===== src/hdl/srd_pkg.sv =====
// shared types and constants of the run-length sprite decoder
// no dependencies; imported by srd_result_buf and sprite_rle_decoder_core
package srd_pkg;

  // frame size limits and field widths
  localparam int unsigned MaxWidth   = 1024;
  localparam int unsigned MaxHeight  = 1024;
  localparam int unsigned SizeW      = 11;
  localparam int unsigned ColumnW    = 12;
  localparam int unsigned OffsetW    = 20;
  localparam int unsigned RunW       = 7;
  localparam int unsigned ValueW     = 32;
  localparam int unsigned TdataW     = 56;

  // stream codes and limits
  localparam logic [7:0]         RowEndCode  = 8'd128;
  localparam logic [ColumnW-1:0] ColumnLimit = '1;
  localparam logic [OffsetW-1:0] OffsetLimit = '1;
  localparam logic [7:0]         AlphaFull   = 8'hFF;
  localparam logic [7:0]         AlphaHalf   = 8'h80;

  // configuration register indexes
  typedef enum logic [1:0] {
    CFG_FRAME_WIDTH  = 2'd0,
    CFG_FRAME_HEIGHT = 2'd1,
    CFG_HALF_ALPHA   = 2'd2
  } cfg_idx_e;

  // result kinds
  typedef enum logic [1:0] {
    KIND_PIXEL     = 2'd0,
    KIND_FRAME_END = 2'd1,
    KIND_DROPPED   = 2'd2
  } kind_e;

  // one result beat
  typedef struct packed {
    kind_e               kind;
    logic [OffsetW-1:0]  offset;
    logic [ValueW-1:0]   value;
  } result_t;

endpackage


===== src/hdl/srd_result_buf.sv =====
// result register with one skid entry for the sprite decoder output stream
// depends on srd_pkg for the result_t beat type
module srd_result_buf import srd_pkg::*; (
  input  logic    clk_i,
  input  logic    rst_ni,
  input  logic    in_valid_i,
  input  result_t in_data_i,
  output logic    in_ready_o,
  output logic    out_valid_o,
  output result_t out_data_o,
  input  logic    out_ready_i
);

  logic    out_valid_q;
  logic    skid_valid_q;
  result_t out_q;
  result_t skid_q;

  // input side stalls only once the skid entry is taken
  assign in_ready_o = !skid_valid_q;

  // control: output register refills from skid first, else from input
  always_ff @(posedge clk_i or negedge rst_ni) begin
    if (!rst_ni) begin
      out_valid_q  <= 1'b0;
      skid_valid_q <= 1'b0;
    end else if (out_ready_i || !out_valid_q) begin
      out_valid_q  <= skid_valid_q || in_valid_i;
      skid_valid_q <= 1'b0;
    end else if (in_valid_i && !skid_valid_q) begin
      skid_valid_q <= 1'b1;
    end
  end

  // payload
  always_ff @(posedge clk_i) begin
    if (out_ready_i || !out_valid_q) begin
      out_q <= skid_valid_q ? skid_q : in_data_i;
    end else if (in_valid_i && !skid_valid_q) begin
      skid_q <= in_data_i;
    end
  end

  assign out_valid_o = out_valid_q;
  assign out_data_o  = out_q;

endmodule


===== src/hdl/sprite_rle_decoder_core.sv =====
// top level of the run-length sprite decoder: code parsing, counters, results
// depends on srd_pkg and srd_result_buf
//
// Usage:
//   s_axis carries the compressed sprite stream, one byte per beat in tdata[7:0].
//   m_axis carries results: tuser is the kind (pixel write, frame end, dropped),
//   tdata holds the pixel offset and the ARGB pixel value.
//   Skip codes, run headers and row ends that do not finish a frame give no
//   result beat; literal bytes give one each, the last row end gives a frame end.
//   Configuration (width, height, half alpha) goes through cfg_we_i/cfg_idx_i/
//   cfg_wdata_i while the stream is idle; the next beat sees the new values.
// Timing:
//   one byte is accepted every cycle while s_axis_tready_o is high. The rate is
//   set by the single decode stage, whose counters are updated at the accepting
//   edge, feeding the output register that drives m_axis. When the receiver
//   stalls, one more result goes into the skid entry and the input then stalls
//   until the output register drains.
// Reset:
//   the decoder expects a code byte at column 0 of row 0, the output is empty,
//   width and height are 1 and full alpha is selected.
module sprite_rle_decoder_core import srd_pkg::*; (
  input  logic              clk_i,
  input  logic              rst_ni,
  // compressed byte stream
  input  logic              s_axis_tvalid_i,
  output logic              s_axis_tready_o,
  input  logic [7:0]        s_axis_tdata_i,   // [7:0] data_byte
  // result stream
  output logic              m_axis_tvalid_o,
  input  logic              m_axis_tready_i,
  output logic [TdataW-1:0] m_axis_tdata_o,   // [19:0] pixel_offset, [51:20] pixel_value
  output logic [1:0]        m_axis_tuser_o,   // [1:0] kind
  // configuration writes
  input  logic              cfg_we_i,
  input  logic [1:0]        cfg_idx_i,
  input  logic [SizeW-1:0]  cfg_wdata_i
);

  typedef enum logic [1:0] {
    ST_CODE    = 2'b01,
    ST_LITERAL = 2'b10
  } state_e;

  logic [SizeW-1:0]   frame_width_q, frame_height_q;
  logic               half_alpha_q;
  state_e             state_q, state_d;
  logic [RunW-1:0]    left_q, left_d;
  logic [ColumnW-1:0] column_q, column_d;
  logic [OffsetW-1:0] row_base_q, row_base_d;
  logic [SizeW-1:0]   rows_done_q, rows_done_d;

  logic               in_accept;
  logic               res_valid;
  result_t            res;
  result_t            out_data;

  logic [SizeW-1:0]   eff_width, eff_height;
  logic [2*SizeW-1:0] area;
  logic [OffsetW:0]   off_sum;
  logic [ColumnW:0]   skip_sum;
  logic [OffsetW:0]   base_sum;
  logic [SizeW-1:0]   rows_inc;
  logic [7:0]         alpha;

  assign in_accept = s_axis_tvalid_i && s_axis_tready_o;

  // configuration registers
  always_ff @(posedge clk_i or negedge rst_ni) begin
    if (!rst_ni) begin
      frame_width_q  <= SizeW'(1);
      frame_height_q <= SizeW'(1);
      half_alpha_q   <= 1'b0;
    end else if (cfg_we_i) begin
      unique case (cfg_idx_i)
        CFG_FRAME_WIDTH:  frame_width_q  <= cfg_wdata_i;
        CFG_FRAME_HEIGHT: frame_height_q <= cfg_wdata_i;
        CFG_HALF_ALPHA:   half_alpha_q   <= cfg_wdata_i[0];
        default:          ;
      endcase
    end
  end

  // clamped frame size and area
  assign eff_width  = (frame_width_q > SizeW'(MaxWidth)) ? SizeW'(MaxWidth) : frame_width_q;
  assign eff_height = (frame_height_q > SizeW'(MaxHeight)) ? SizeW'(MaxHeight) : frame_height_q;
  assign area       = eff_width * eff_height;

  // address and counter arithmetic
  assign off_sum  = {1'b0, row_base_q} + (OffsetW+1)'(column_q);
  assign skip_sum = {1'b0, column_q} + (ColumnW+1)'(s_axis_tdata_i[RunW-1:0]);
  assign base_sum = {1'b0, row_base_q} + (OffsetW+1)'(eff_width);
  assign rows_inc = rows_done_q + SizeW'(1);
  assign alpha    = half_alpha_q ? AlphaHalf : AlphaFull;

  // decode one byte
  always_comb begin
    state_d     = state_q;
    left_d      = left_q;
    column_d    = column_q;
    row_base_d  = row_base_q;
    rows_done_d = rows_done_q;
    res_valid   = 1'b0;
    res.kind    = KIND_PIXEL;
    res.offset  = '0;
    res.value   = '0;
    if (in_accept) begin
      unique case (state_q)
        ST_LITERAL: begin
          res_valid  = 1'b1;
          res.kind   = ({1'b0, off_sum} >= area) ? KIND_DROPPED : KIND_PIXEL;
          res.offset = off_sum[OffsetW] ? OffsetLimit : off_sum[OffsetW-1:0];
          res.value  = {alpha, 16'h0000, s_axis_tdata_i};
          if (column_q != ColumnLimit) begin
            column_d = column_q + ColumnW'(1);
          end
          if (left_q != '0) begin
            left_d = left_q - RunW'(1);
          end
          if (left_q <= RunW'(1)) begin
            state_d = ST_CODE;
          end
        end
        ST_CODE: begin
          priority if (s_axis_tdata_i < RowEndCode) begin
            // skip pixels, column saturates
            column_d = skip_sum[ColumnW] ? ColumnLimit : skip_sum[ColumnW-1:0];
          end else if (s_axis_tdata_i > RowEndCode) begin
            // literal run header
            left_d  = s_axis_tdata_i[RunW-1:0];
            state_d = ST_LITERAL;
          end else begin
            // row end
            row_base_d  = base_sum[OffsetW] ? OffsetLimit : base_sum[OffsetW-1:0];
            column_d    = '0;
            rows_done_d = rows_inc;
            if (rows_inc >= eff_height) begin
              row_base_d  = '0;
              rows_done_d = '0;
              res_valid   = 1'b1;
              res.kind    = KIND_FRAME_END;
            end
          end
        end
        default: state_d = ST_CODE;
      endcase
    end
  end

  // decoder state
  always_ff @(posedge clk_i or negedge rst_ni) begin
    if (!rst_ni) begin
      state_q     <= ST_CODE;
      left_q      <= '0;
      column_q    <= '0;
      row_base_q  <= '0;
      rows_done_q <= '0;
    end else begin
      state_q     <= state_d;
      left_q      <= left_d;
      column_q    <= column_d;
      row_base_q  <= row_base_d;
      rows_done_q <= rows_done_d;
    end
  end

  // result register and skid entry
  srd_result_buf u_result_buf (
    .clk_i       (clk_i),
    .rst_ni      (rst_ni),
    .in_valid_i  (res_valid),
    .in_data_i   (res),
    .in_ready_o  (s_axis_tready_o),
    .out_valid_o (m_axis_tvalid_o),
    .out_data_o  (out_data),
    .out_ready_i (m_axis_tready_i)
  );

  assign m_axis_tdata_o = {(TdataW-OffsetW-ValueW)'(0), out_data.value, out_data.offset};
  assign m_axis_tuser_o = out_data.kind;

  // a literal run always has bytes left
  a_run_nonempty: assert property (@(posedge clk_i) disable iff (!rst_ni)
    state_q == ST_LITERAL |-> left_q != '0)
    else $error("literal run with no bytes left");

  // input stalls only while the output holds a result
  a_stall_means_full: assert property (@(posedge clk_i) disable iff (!rst_ni)
    !s_axis_tready_o |-> m_axis_tvalid_o)
    else $error("input stalled with empty output");

  // every literal byte yields a result beat
  a_literal_result: assert property (@(posedge clk_i) disable iff (!rst_ni)
    in_accept && state_q == ST_LITERAL |=> m_axis_tvalid_o)
    else $error("literal byte gave no result");

  // a frame end rearms the row counters
  a_frame_rearm: assert property (@(posedge clk_i) disable iff (!rst_ni)
    res_valid && res.kind == KIND_FRAME_END |=> rows_done_q == '0 && row_base_q == '0)
    else $error("frame end did not rearm the counters");

endmodule

===== config.mk =====
export PLATFORM = sky130hd
export DESIGN_NAME = sprite_rle_decoder_core
export DESIGN_NICKNAME = d
export VERILOG_FILES = /design/src/hdl/srd_pkg.sv /design/src/hdl/srd_result_buf.sv /design/src/hdl/sprite_rle_decoder_core.sv
export SDC_FILE = /design/constraint.sdc
export NUM_CORES = 1
export LEC_CHECK = 0
export ABC_AREA = 1
export BUFFER_PORTS_ARGS = -buffer_cell sky130_fd_sc_hd__buf_2
export CAP_MARGIN = 25
export CORE_ASPECT_RATIO = 0.75
export CORE_MARGIN = 5
export CORE_UTILIZATION = 30
export DETAILED_ROUTE_END_ITERATION = 16
export PLACE_DENSITY_LB_ADDON = 0.2
export REMOVE_ABC_BUFFERS = 1
export SYNTH_ARGS = -nofsm -noshare
export SYNTH_HDL_FRONTEND = slang
export SYNTH_SLANG_ARGS = --single-unit

===== constraint.sdc =====
create_clock -name clk_i -period 8.4 [get_ports clk_i]
set_input_delay 0.84 -clock clk_i [delete_from_list [all_inputs] [get_ports clk_i]]
set_output_delay 0.84 -clock clk_i [all_outputs]
set_load 0.05 [all_outputs]

# Yosys cells after proc, flatten, opt, wreduce, memory -nomap -nowiden
# Index checks and enable logic that the tools add are counted.
dict set report totals {
  in_bits 26
  word_cells 97
  reg_bits 185
  output_inout_bits 60
}
dict set report classes {
  multipliers 1
  n_addsub 6
  reduce_logical 18
  n_lt_le_gt_ge 7
  bitwise_logic 3
  muxes 35
  n_eq_ne 11
}
# operator count
set op_table {}
lappend op_table {{54-bit 2-to-1 mux} 2}
lappend op_table {{20-bit 2-to-1 mux} 3}
lappend op_table {{52-bit 2-to-1 mux} 1}
lappend op_table {{12-bit 2-to-1 mux} 4}
lappend op_table {{11-bit 2-to-1 mux} 3}
lappend op_table {{7-bit 2-to-1 mux} 4}
lappend op_table {{12-bit one-hot mux with 2 select lines} 1}
lappend op_table {{21-bit by 22-bit greater-or-equal comparator with 1-bit output} 1}
lappend op_table {{11-bit > comparator, second input constant} 2}
lappend op_table {{11-bit by 11-bit multiplier with 22-bit output} 1}
lappend op_table {{20-bit by 11-bit adder with 21-bit output} 1}
lappend op_table {{20-bit by 12-bit adder with 21-bit output} 1}
lappend op_table {{7-bit one-hot mux with 2 select lines} 1}
lappend op_table {{12-bit by 7-bit adder with 13-bit output} 1}
lappend op_table {{12-bit by 1-bit adder with 12-bit output, second input constant} 1}
lappend op_table {{2-bit 2-to-1 mux} 6}
lappend op_table {{12-bit != test, second input constant} 1}
lappend op_table {{4-bit AND reduction} 3}
lappend op_table {{11-bit by 1-bit adder with 11-bit output, second input constant} 1}
lappend op_table {{11-bit greater-or-equal comparator} 1}
lappend op_table {{2-bit != test, second input constant} 5}
lappend op_table {{8-bit > comparator, second input constant} 1}
lappend op_table {{8-bit less-than comparator, second input constant} 1}
lappend op_table {{2-bit one-hot mux with 2 select lines} 2}
lappend op_table {{16 further kinds} 33}

# Logic depth before layout (Yosys ltp)
dict set report depth {
  depth_word 11
  ltp_mapped 39
}

# Cells and area by module
# Synthesis repeated with hierarchy kept, for this count alone.
dict set report unflattened {
  cells_unflattened 1762
  area_unflattened_um2 14741.6
}
# module instances area_each_um2 cells_per_inst
set by_module_without_submodules {}
lappend by_module_without_submodules {sprite_rle_decoder_core 1 10682.7 1470}
lappend by_module_without_submodules {srd_result_buf 1 4058.9 292}

# Worst setup path before layout
# No wires, ideal clock.
dict set report synth_path {
  path_kind {flip-flop to flip-flop}
  start {register frame_height_q[0]}
  end {register u_result_buf.out_q (netlist bit u_result_buf.out_data_o[53]) (data pin)}
  period_less_slack_ns 6.493
  setup_slack_ns 1.907
  path_stages_with_launch 34
  path_buffers 0
  arrival_ns 6.240
  setup_ns 0.253
  cell_sequence {dfstp_2 -> nor2_1 -> nand3_1 -> inv_1 -> a21oi_1 -> inv_2 -> nand2_1 -> inv_1 -> nand2_1 -> fa_1 -> fa_1 -> inv_1 -> fa_1 -> fa_1 -> inv_1 -> fa_1 -> inv_1 -> ha_1 -> a21o_1 -> a21oi_1 -> nand3_1 -> a21boi_0 -> xor2_1 -> ha_1 -> a21oi_1 -> nor2_1 -> a211oi_1 -> nand2_1 -> nand2_1 -> nand2_1 -> nand2_1 -> nand2_1 -> nand2_1 -> nand2_1}
}
dict set report synth_via {
  elab_chain_cells 8
}
# item line
set synth_lines {}
lappend synth_lines {{start, declared} sprite_rle_decoder_core.sv:44} ;# logic [SizeW-1:0] frame_width_q, frame_height_q;
lappend synth_lines {{start signal, assigned} sprite_rle_decoder_core.sv:71} ;# frame_height_q <= SizeW'(1);
lappend synth_lines {{start signal, assigned} sprite_rle_decoder_core.sv:76} ;# CFG_FRAME_HEIGHT: frame_height_q <= cfg_wdata_i;
lappend synth_lines {{11-bit > comparator} sprite_rle_decoder_core.sv:85} ;# assign eff_height = (frame_height_q > SizeW'(MaxHeight)) ? SizeW'(MaxHeight) : frame_height_q;
lappend synth_lines {{11-bit 2-to-1 mux (*)} sprite_rle_decoder_core.sv:85}
lappend synth_lines {{11-bit by 11-bit multiplier with 22-bit output (*)} sprite_rle_decoder_core.sv:86} ;# assign area = eff_width * eff_height;
lappend synth_lines {{21-bit by 22-bit greater-or-equal comparator with 1-bit output (*)} sprite_rle_decoder_core.sv:110} ;# res.kind = ({1'b0, off_sum} >= area) ? KIND_DROPPED : KIND_PIXEL;
lappend synth_lines {{2-bit 2-to-1 mux (*)} sprite_rle_decoder_core.sv:110}
lappend synth_lines {{2-bit one-hot mux with 2 select lines (*)} sprite_rle_decoder_core.sv:107} ;# unique case (state_q)
lappend synth_lines {{54-bit 2-to-1 mux (*)} sprite_rle_decoder_core.sv:106} ;# if (in_accept) begin
lappend synth_lines {{54-bit 2-to-1 mux (*)} srd_result_buf.sv:38} ;# out_q <= skid_valid_q ? skid_q : in_data_i;
lappend synth_lines {{end signal, assigned} srd_result_buf.sv:38}
lappend synth_lines {{end, declared} srd_result_buf.sv:16} ;# result_t out_q;
# Mark *: on every way between the ends. The rest lies on a longest branch, timed or not.
# A chain may end at the register's enable or synchronous reset.

# Final worst setup path
# Ends and elaborated chain as after synthesis.

==> metrics.md <==
| Metric | Value |
|---|---|
| Run status | completed |
| CTS H-tree depth | 4 |
| Max Clock Skew | roughly 0.0086 ns |
| Synth area leaders | edfxtp_1 15%, dfrtp_1 14%, fa_1 13%, ha_1 12%, nand2_1 11% |
| Largest area contributor in the netlist | edfxtp_1 |
| Clk slew on worst S/H paths | approximately 0.06 ns |
| WL final | approximately 36000 um |
| CP Class | reg2reg |
| Worst hold path class | in2async |
| Commonest non-fill, non-tap cell in the layout | nand2_1 |
| # resized after CTS | 0 |
| Setup Viol. Count Final | 0 |
| Endpoints failing hold | 0 |
| Num CTS Buffers | 17 |
| Synthesized area per cell | roughly 8 um2 |
| Cell variety after synth | 50 |
| Number of synthesized flops with an enable pin | 64 |
| Register area share after synthesis | 29.2% |
| Grt total ovfl | 0 |
| DR vias/cell | between 4 and 5 |
| Max incr delay on CP | 0.55 ns |
| CP max FO | 9 |
| Max transition margin | a little under half |
| Min Tclk post-route | around 7.2 ns |
| Max VDD drop | 0.000175 V |
| Most frequent cells in the layout | 398 x nand2_1, 280 x inv_1, 156 x nor2_1, 128 x ha_1, 117 x o21ai_0 |
| Layout cells sized above 1 | under 10% |
| R2R setup slack | 1.25 ns |
| Startpoint Class | register |
| Worst setup EP type | register |
| YS warnings | 0 |
| Ys flop type | dfrtp_1 |
| Reg-to-reg endpoint | u_result_buf.out_data_o[53] |
| DR WL/cell | approximately 16 um |
| # hold bufs at CTS | 0 |
| Vias in the first global route | slightly above 10000 |
| Max Clock Freq | roughly 0.14 GHz |
| Nets | roughly 2000 |
| Buffers on Ports | 65 |
| DIE HEIGHT | between 150 and 200 um |
| First-pass GRT wire length | a little under 60000 um |
| # fillers | ~4700 |
| CTS tree | done |
| Initial Util | a little under a third |
| Antenna violations before repair | 0 |
| Die W | about 250 um |
| First-pass DRT Iterations | 5 |
| Crit path top cell by count | nand2_1 |
| GRT Resource Usage Total | ~15% |
| Pins Over Slew Limit | 0 |
| Clock root buffer | clkbuf_16 |
| Max Cap Viol | 0 |
| Post-route ant nets | 0 |
| Top cell type's share of synthesized area | around 15% |
| DRT iter0 DRCs | ~800 |
| Worst EP required | ~8.6 ns |
| Worst R2R Path Depth | 33 |
| Core area | 43400 um2 |
| TNS Setup | 0 ns |
| Die area | 48400 um2 |
| Fin crit share | between 80% and 90% |
| Num rows | 66 |
| Pwr Density | around 240 nW/um2 |
| Cell area after synthesis | ~13000 um2 |
| WP data arrival | about 7.4 ns |
| Clock Tree Buf Depth | 2 |
| Vias | 10600 |
| P_leak | about 7.8 nW |
| Placed cell areas | between 10000 and 15000 um2 |
| DP HPWL | between 20000 and 30000 um |
| FFs w/ async S/R, synth | 54.6% |
| RSZ-0062 raised after global routing | false |
| GP Congestion | roughly 0.89 |
| Area Growth Syn to Fin | 11.3% |
| Slowest CP cell | fa_1 |
| Ports | 86 |
| DRC violations left | 0 |
| Syn Inst Count | ~1700 |
| FF+latch count, synth | around 140 |
| Largest net degree at the start of global routing | 51 |
| Post-CTS Repair Setup Buffers | 0 |
| Least-Margin Pin Slew | a little under 0.8 ns |
| Ant. Diodes | 0 |
| Clk sink count | around 140 |
| Clk Latency, worst-skew pair | 0.45 ns |
| Reg-to-reg critical path startpoint | frame_height_q[0] |
| Fin area | 14700 um2 |
stage by stage:
step                      util [%]  power, W  instances  setup slack (ns)  hold WS (ns)
after floorplan                  -   0.00227       1648              1.91         0.453
after global placement        32.3   0.00274       2296              1.37         0.470
after detailed placement      32.4   0.00275       2297              1.26         0.476
after CTS                     33.8   0.00359       2329              1.23         0.307
after global routing          33.8   0.00386       2330             0.683         0.340
final                         33.8   0.00355       2330              1.25         0.322
sequential cells by signal, summed over array words and instances, names as in the netlist:
name,cells
frame_height_q,11
frame_width_q,11
u_result_buf.skid_valid_q,1
u_result_buf.skid_q,32
column_q,12
u_result_buf.out_data_o,32
left_q,7
u_result_buf.out_valid_o,1
row_base_q,20
half_alpha_q,1
state_q,2
rows_done_q,11
synthesized netlist by cell type, types with 8 or more instances:
master / n
ha_1: 128
dfrtp_1: 74
xor2_1: 35
edfxtp_1: 64
buf_2: 10
nand3_1: 69
nor2_1: 156
xnor2_1: 14
o21ai_0: 117
fa_1: 83
nand4_1: 14
inv_2: 17
a21oi_1: 69
o21ai_1: 14
nor3_1: 17
nand2_1: 398
a21o_1: 8
buf_4: 28
clkbuf_1: 15
inv_1: 280
power by group:
| group | switching (W) | internal, W |
|---|---|---|
| logic | 0.00120 | 0.000582 |
| clock network | 0.000316 | 0.000495 |
| registers | 0.000103 | 0.000848 |
area by class of cell:
type / count / area (um2) / area share [%]
Timing Repair Buffer: 72 / 400 / 2.72
Inverter: 297 / 1110 / 7.58
Clock inverter: 15 / 196 / 1.34
Multi-Input combinational cell: 1210 / 7990 / 54.3
Tap cell: 578 / 723 / 4.92
Clock buffer: 17 / 425 / 2.89
Sequential cell: 141 / 3850 / 26.2
kinds of logic after synthesis:
logic type,share of synthesized area [%]
simple gates,21.5
buf+inv,11.0
compound gates,10.3
fa+ha+maj,24.7
flops,29.2
xor+xnor,3.25
other cells,0.0284
how the worst max path moves through the flow:
| stage | slack, ns | end | cells past startpoint | from |
|---|---|---|---|---|
| 2_1_floorplan | 1.91 | u_result_buf.out_data_o[53] | 33 | frame_height_q[0] |
| 3_3_place_gp | 1.37 | u_result_buf.out_data_o[53] | 31 | frame_width_q[2] |
| 3_5_place_dp | 1.26 | u_result_buf.out_data_o[53] | 33 | frame_height_q[0] |
| 4_1_cts | 1.23 | u_result_buf.out_data_o[53] | 33 | frame_height_q[0] |
| 5_1_grt | 0.68 | u_result_buf.out_data_o[53] | 33 | frame_height_q[0] |
| 6_report | 1.25 | u_result_buf.out_data_o[53] | 33 | frame_height_q[0] |
worst max-delay path: cells and delay by family (launching register included):
family / cells / cell delay (ns)
simple gates: 13 / 1.15
xor+xnor: 1 / 0.18
flops: 1 / 0.53
compound gates: 6 / 1.41
buf+inv: 6 / 0.43
fa+ha+maj: 7 / 3.20
per-layer routing:
layer	routed length (um)	GRT usage, %
met4	309	3.19
met5	0	0
met2	14300	20.5
met1	20000	24.8
met3	1770	2.82
Note: power is estimated with default switching activity, not from simulation.
